File: config.mk
export PLATFORM = sky130hd
export DESIGN_NAME = plc_cell
export DESIGN_NICKNAME = d
export VERILOG_FILES = /design/src/hdl/plc_pkg.sv /design/src/hdl/plc_cell.sv
export SDC_FILE = /design/constraint.sdc
export NUM_CORES = 1
export LEC_CHECK = 0
export ABC_AREA = 1
export ABC_CLOCK_PERIOD_IN_PS = 9300
export BUFFER_PORTS_ARGS = -buffer_cell sky130_fd_sc_hd__buf_2
export CAP_MARGIN = 20
export CORE_AREA = 5 5 107 109
export DETAILED_ROUTE_END_ITERATION = 10
export DIE_AREA = 0 0 112 114
export PLACE_DENSITY_LB_ADDON = 0.15
export SLEW_MARGIN = 10
export SYNTH_ARGS = -nofsm -noshare
export SYNTH_HDL_FRONTEND = slang
export SYNTH_SLANG_ARGS = --single-unit
export TNS_END_PERCENT = 5
File: constraint.sdc
create_clock -name clk -period 9.3 [get_ports clk]
set_input_delay 1.86 -clock clk [delete_from_list [all_inputs] [get_ports clk]]
set_output_delay 1.86 -clock clk [all_outputs]
set_load 0.03 [all_outputs]
File: src/hdl/plc_pkg.sv
// Shared types and constants for the positional list engine.
`default_nettype none

package plc_pkg;

  localparam int PLC_CAPACITY   = 64;
  localparam int PLC_DATA_WIDTH = 32;

  // Fixed port field widths
  localparam int PLC_KIND_W  = 3;
  localparam int PLC_POS_W   = 7;
  localparam int PLC_OTHER_W = 6;
  localparam int PLC_VALUE_W = 32;
  localparam int PLC_WIDE_W  = 64;

  typedef enum logic [PLC_KIND_W-1:0] {
    KIND_APPEND = 3'd0,
    KIND_INSERT = 3'd1,
    KIND_REMOVE = 3'd2,
    KIND_READ   = 3'd3,
    KIND_SWAP   = 3'd4
  } kind_t;

  typedef enum logic [1:0] {
    CELL_HOLD,
    CELL_INSERT,
    CELL_REMOVE,
    CELL_SWAP
  } cell_op_t;

  typedef enum logic [1:0] {
    ST_IDLE,
    ST_READ,
    ST_COMMIT
  } state_t;

endpackage

`default_nettype wire

File: src/hdl/plc_cell.sv
// One list slot: holds an entry, shifts it with its neighbors, or swaps it using the read-out words.
`default_nettype none

module plc_cell import plc_pkg::*; #(
  parameter int DATA_WIDTH = PLC_DATA_WIDTH,
  parameter int CMP_W      = PLC_POS_W,
  parameter int INDEX      = 0
) (
  input  logic                  clk,
  input  cell_op_t              cmd,
  input  logic [CMP_W-1:0]      tgt,
  input  logic [CMP_W-1:0]      tgt2,
  input  logic [CMP_W-1:0]      cnt,
  input  logic [DATA_WIDTH-1:0] word,
  input  logic [DATA_WIDTH-1:0] val_a,
  input  logic [DATA_WIDTH-1:0] val_b,
  input  logic [DATA_WIDTH-1:0] left_data,
  input  logic [DATA_WIDTH-1:0] right_data,
  output logic [DATA_WIDTH-1:0] data,
  output logic [DATA_WIDTH-1:0] part_a,
  output logic [DATA_WIDTH-1:0] part_b
);

  localparam logic [CMP_W-1:0] IDX      = CMP_W'(INDEX);
  localparam logic [CMP_W-1:0] IDX_NEXT = CMP_W'(INDEX + 1);

  logic [DATA_WIDTH-1:0] data_next;

  always_comb begin
    data_next = data;
    case (cmd)
      CELL_INSERT: begin
        if (IDX == tgt) begin
          data_next = word;
        end else if (IDX > tgt && IDX <= cnt) begin
          data_next = left_data;
        end
      end
      CELL_REMOVE: begin
        if (IDX >= tgt && IDX_NEXT < cnt) begin
          data_next = right_data;
        end
      end
      CELL_SWAP: begin
        if (IDX == tgt) begin
          data_next = val_b;
        end else if (IDX == tgt2) begin
          data_next = val_a;
        end
      end
      default: data_next = data;
    endcase
  end

  always_ff @(posedge clk) begin
    data <= data_next;
  end

  // Masked contributions to the read-out OR trees
  assign part_a = (IDX == tgt)  ? data : '0;
  assign part_b = (IDX == tgt2) ? data : '0;

endmodule

`default_nettype wire

==> key figures <==
Critical path
  • Critical path arrival: a little under 4 ns
  • Top Family by Delay on Critical Path: simple AND/OR/NAND/NOR gates
  • Worst path buffer plus inverter count: 3
  • CP cell instances: buf_2 -> nor2_2 -> nand2_4 -> clkinv_2 -> nand2_4 -> nor2_1 -> buf_2
  • CP max stage cell: nand2_4
  • Slowest stage delay, CP: ~0.75 ns
  • Crit Path Class: input pin to output port
  • Worst Setup End Kind: output port
  • WP data required: ~7.4 ns
  • Startpoint types: input pin
  • Crit Path Max Fanout: between 60 and 70

Finish
  • Top Registers: data: 32 flops
  • Share of cells above drive strength 1: 0.3614
  • Ant. Diodes: 0
  • Final #Nets: 1013
  • Final instance area: around 5000 um2
  • Synth-to-Final Area Change: 47.63%
  • Max FFs per register: 32
  • Largest register by flop count: data
  • Fin cells: 970

Timing
  • Rel. slew slack: 0.4015
  • Unrepaired setup endpoints after global routing: no
  • Crit share post-route: 0.6164
  • Finish-stage setup viols: 0
  • Measured slew at the worst slew-check pin: 0.8957 ns
  • Crit path time final: approximately 5.7 ns
  • Total negative slack: 0 ns
  • Hold Vio Cnt, Final: 0
  • Fmax achieved: between 150 and 200 MHz
  • Max Slew Vio Count: 0

Clock network
  • Max Root-Sink Buffers: 2
  • CTS tree: done
  • Htree depth: 2
  • Hold buffer count at CTS: 0
  • Setup Buffers After CTS: 0
  • Reg clk slew, reported paths: 0.07 ns
  • Total CTS buffers: 5
  • Clock Sinks: 32
  • CTS resizes: 0
  • Clk root buf: clkbuf_8

Die
  • Initial Utilization: 0.3145
  • Rows: 38
  • Chip height: roughly 110 um
  • Die Wd: roughly 110 um
  • Core Area: between 10000 and 15000 um2
  • Die area: between 10000 and 15000 um2
  • Io pins: between 200 and 300

Placed design
  • Routability congestion estimate: 0.8300
  • Placed cell count: roughly 960
  • IO buf count: between 200 and 300
  • DP HPWL: ~10 mm
  • Placed instance area: 4743 um2

Worst hold path
  • Hold crit path type: input pin to flop

Synth
  • Register area share after synthesis: 0.2908
  • Mapped Cells: around 570
  • Mapped Nets: between 700 and 800
  • Synth warn: 0
  • Post-Syn Area per Cell: 5.777 um2
  • Mapped Area: 3304 um2
  • Synth Register Bits: 32
  • Library cells used by synthesis: 19

Job
  • Max_cap viols: 0

Global routing
  • Met1 Track Usage GR: 0.2439
  • Global route total overflow: 0
  • Largest net degree at the start of global routing: 65
  • Initial antenna violation count: 0
  • Gr busiest metal: met2
  • Met3 Usage GRT: 0.04881
  • First-pass GRT wire length: roughly 21 mm
  • Vias in the first global route: 4282
  • All-Layer GR Usage: 0.2048
  • Met2 usage: 0.3677

Power and ir drop
  • Pwr Density: around 82 nW/um2
  • Static Leak: 3.134 nW
  • VDD IR-drop max: roughly 50 uV

Drt
  • DRC viols: 0
  • Vias: 4367
  • DRT iter0 DRCs: between 200 and 250
  • Avg WL per Cell: approximately 14 um
  • Antenna Nets Post-Route: 0
  • Initial DRT Pass Iterations: 5
  • Avg Vias per Cell: ~4.5
  • Final WL: about 14 mm

Status
  • Outcome: finished, final reports clean
==> logic make-up (layout without fill, tap and decap cells) <==
family / after synthesis / after routing / share of synthesized area
buffers and inverters: 199 / 457 / 0.2461
AO/OA/AOI/OAI: 34 / 34 / 0.05225
AND/OR/NAND/NOR: 307 / 307 / 0.4108
flip-flops: 32 / 32 / 0.2908
==> layer usage <==
layer  wire (um)  up-vias
met5           0        -
met4         287        0
met3        1291       21
met2        6823      236
met1        5528     1875
li1            -     2235
==> worst min-delay path, cell delays in order <==
cell	delay, ns
buf_2	0.07
nand2_1	0.04
nand3_1	0.07
==> Yosys cell counts (all sizes together) <==
cell type,instances,area (um2)
nor3,1,5.000
edfxtp,32,960.9
clkinv,1,5.000
inv,165,619.3
nor2,75,304.0
nand3,129,645.6
o21ai,33,165.2
nand4,1,6.260
o211ai,1,7.510
buf,21,140.1
nand2,101,396.6
clkbuf,12,48.79
==> power breakdown <==
group | internal [mW] | leakage [nW] | total (mW) | switching [mW]
sequential | 0.162 | 0.277 | 0.162 | 0.000659
clock | 0.0796 | 0.0552 | 0.138 | 0.0582
combinational | 0.0472 | 2.80 | 0.100 | 0.0532
==> cell type report <==
| cell class | instances | area, um2 |
|---|---|---|
| clock buffer | 6 | 72.57 |
| fill | 1146 | 5629 |
| clock inverter | 2 | 35.03 |
| inverter | 166 | 624.3 |
| tap | 140 | 175.2 |
| multi-input combinational | 341 | 1541 |
| sequential | 32 | 960.9 |
| timing repair buffer | 283 | 1469 |
==> per-stage QoR <==
stage                       util  setup slack, ns  total power [mW]  hold WS, ns
after floorplan                -            4.324            0.2141        2.063
after global placement    0.4488            3.586            0.2632        2.150
after detailed placement  0.4514            3.543            0.2657        2.153
after CTS                 0.4617            3.541            0.4043        1.847
after global routing      0.4643            3.321            0.4241        1.853
final                     0.4643            3.567            0.4005        1.859
==> path summary, 6_finish.rpt <==
kind / start / end / cells past startpoint
worst min-delay path: right_data[27] / data[27]$_DFFE_PP_ / 3
worst max-delay path: tgt[1] / part_a[31] / 7
==> cell usage in the layout, fill, tap and decap left out <==
cell type	count
clkbuf_1	1
o21ai_4	1
buf_16	2
nand2_4	2
nand2_2	1
nor3_1	1
nand4_1	1
clkinv_2	2
edfxtp_1	32
bufinv_16	1
buf_2	278
inv_1	165
nor2_4	2
nand3_1	129
o21ai_0	32
nand2_1	98
buf_4	3
clkbuf_8	5
nor2_1	70
o211ai_1	1
nor2_2	3
Power figures use the tool's default switching activity.
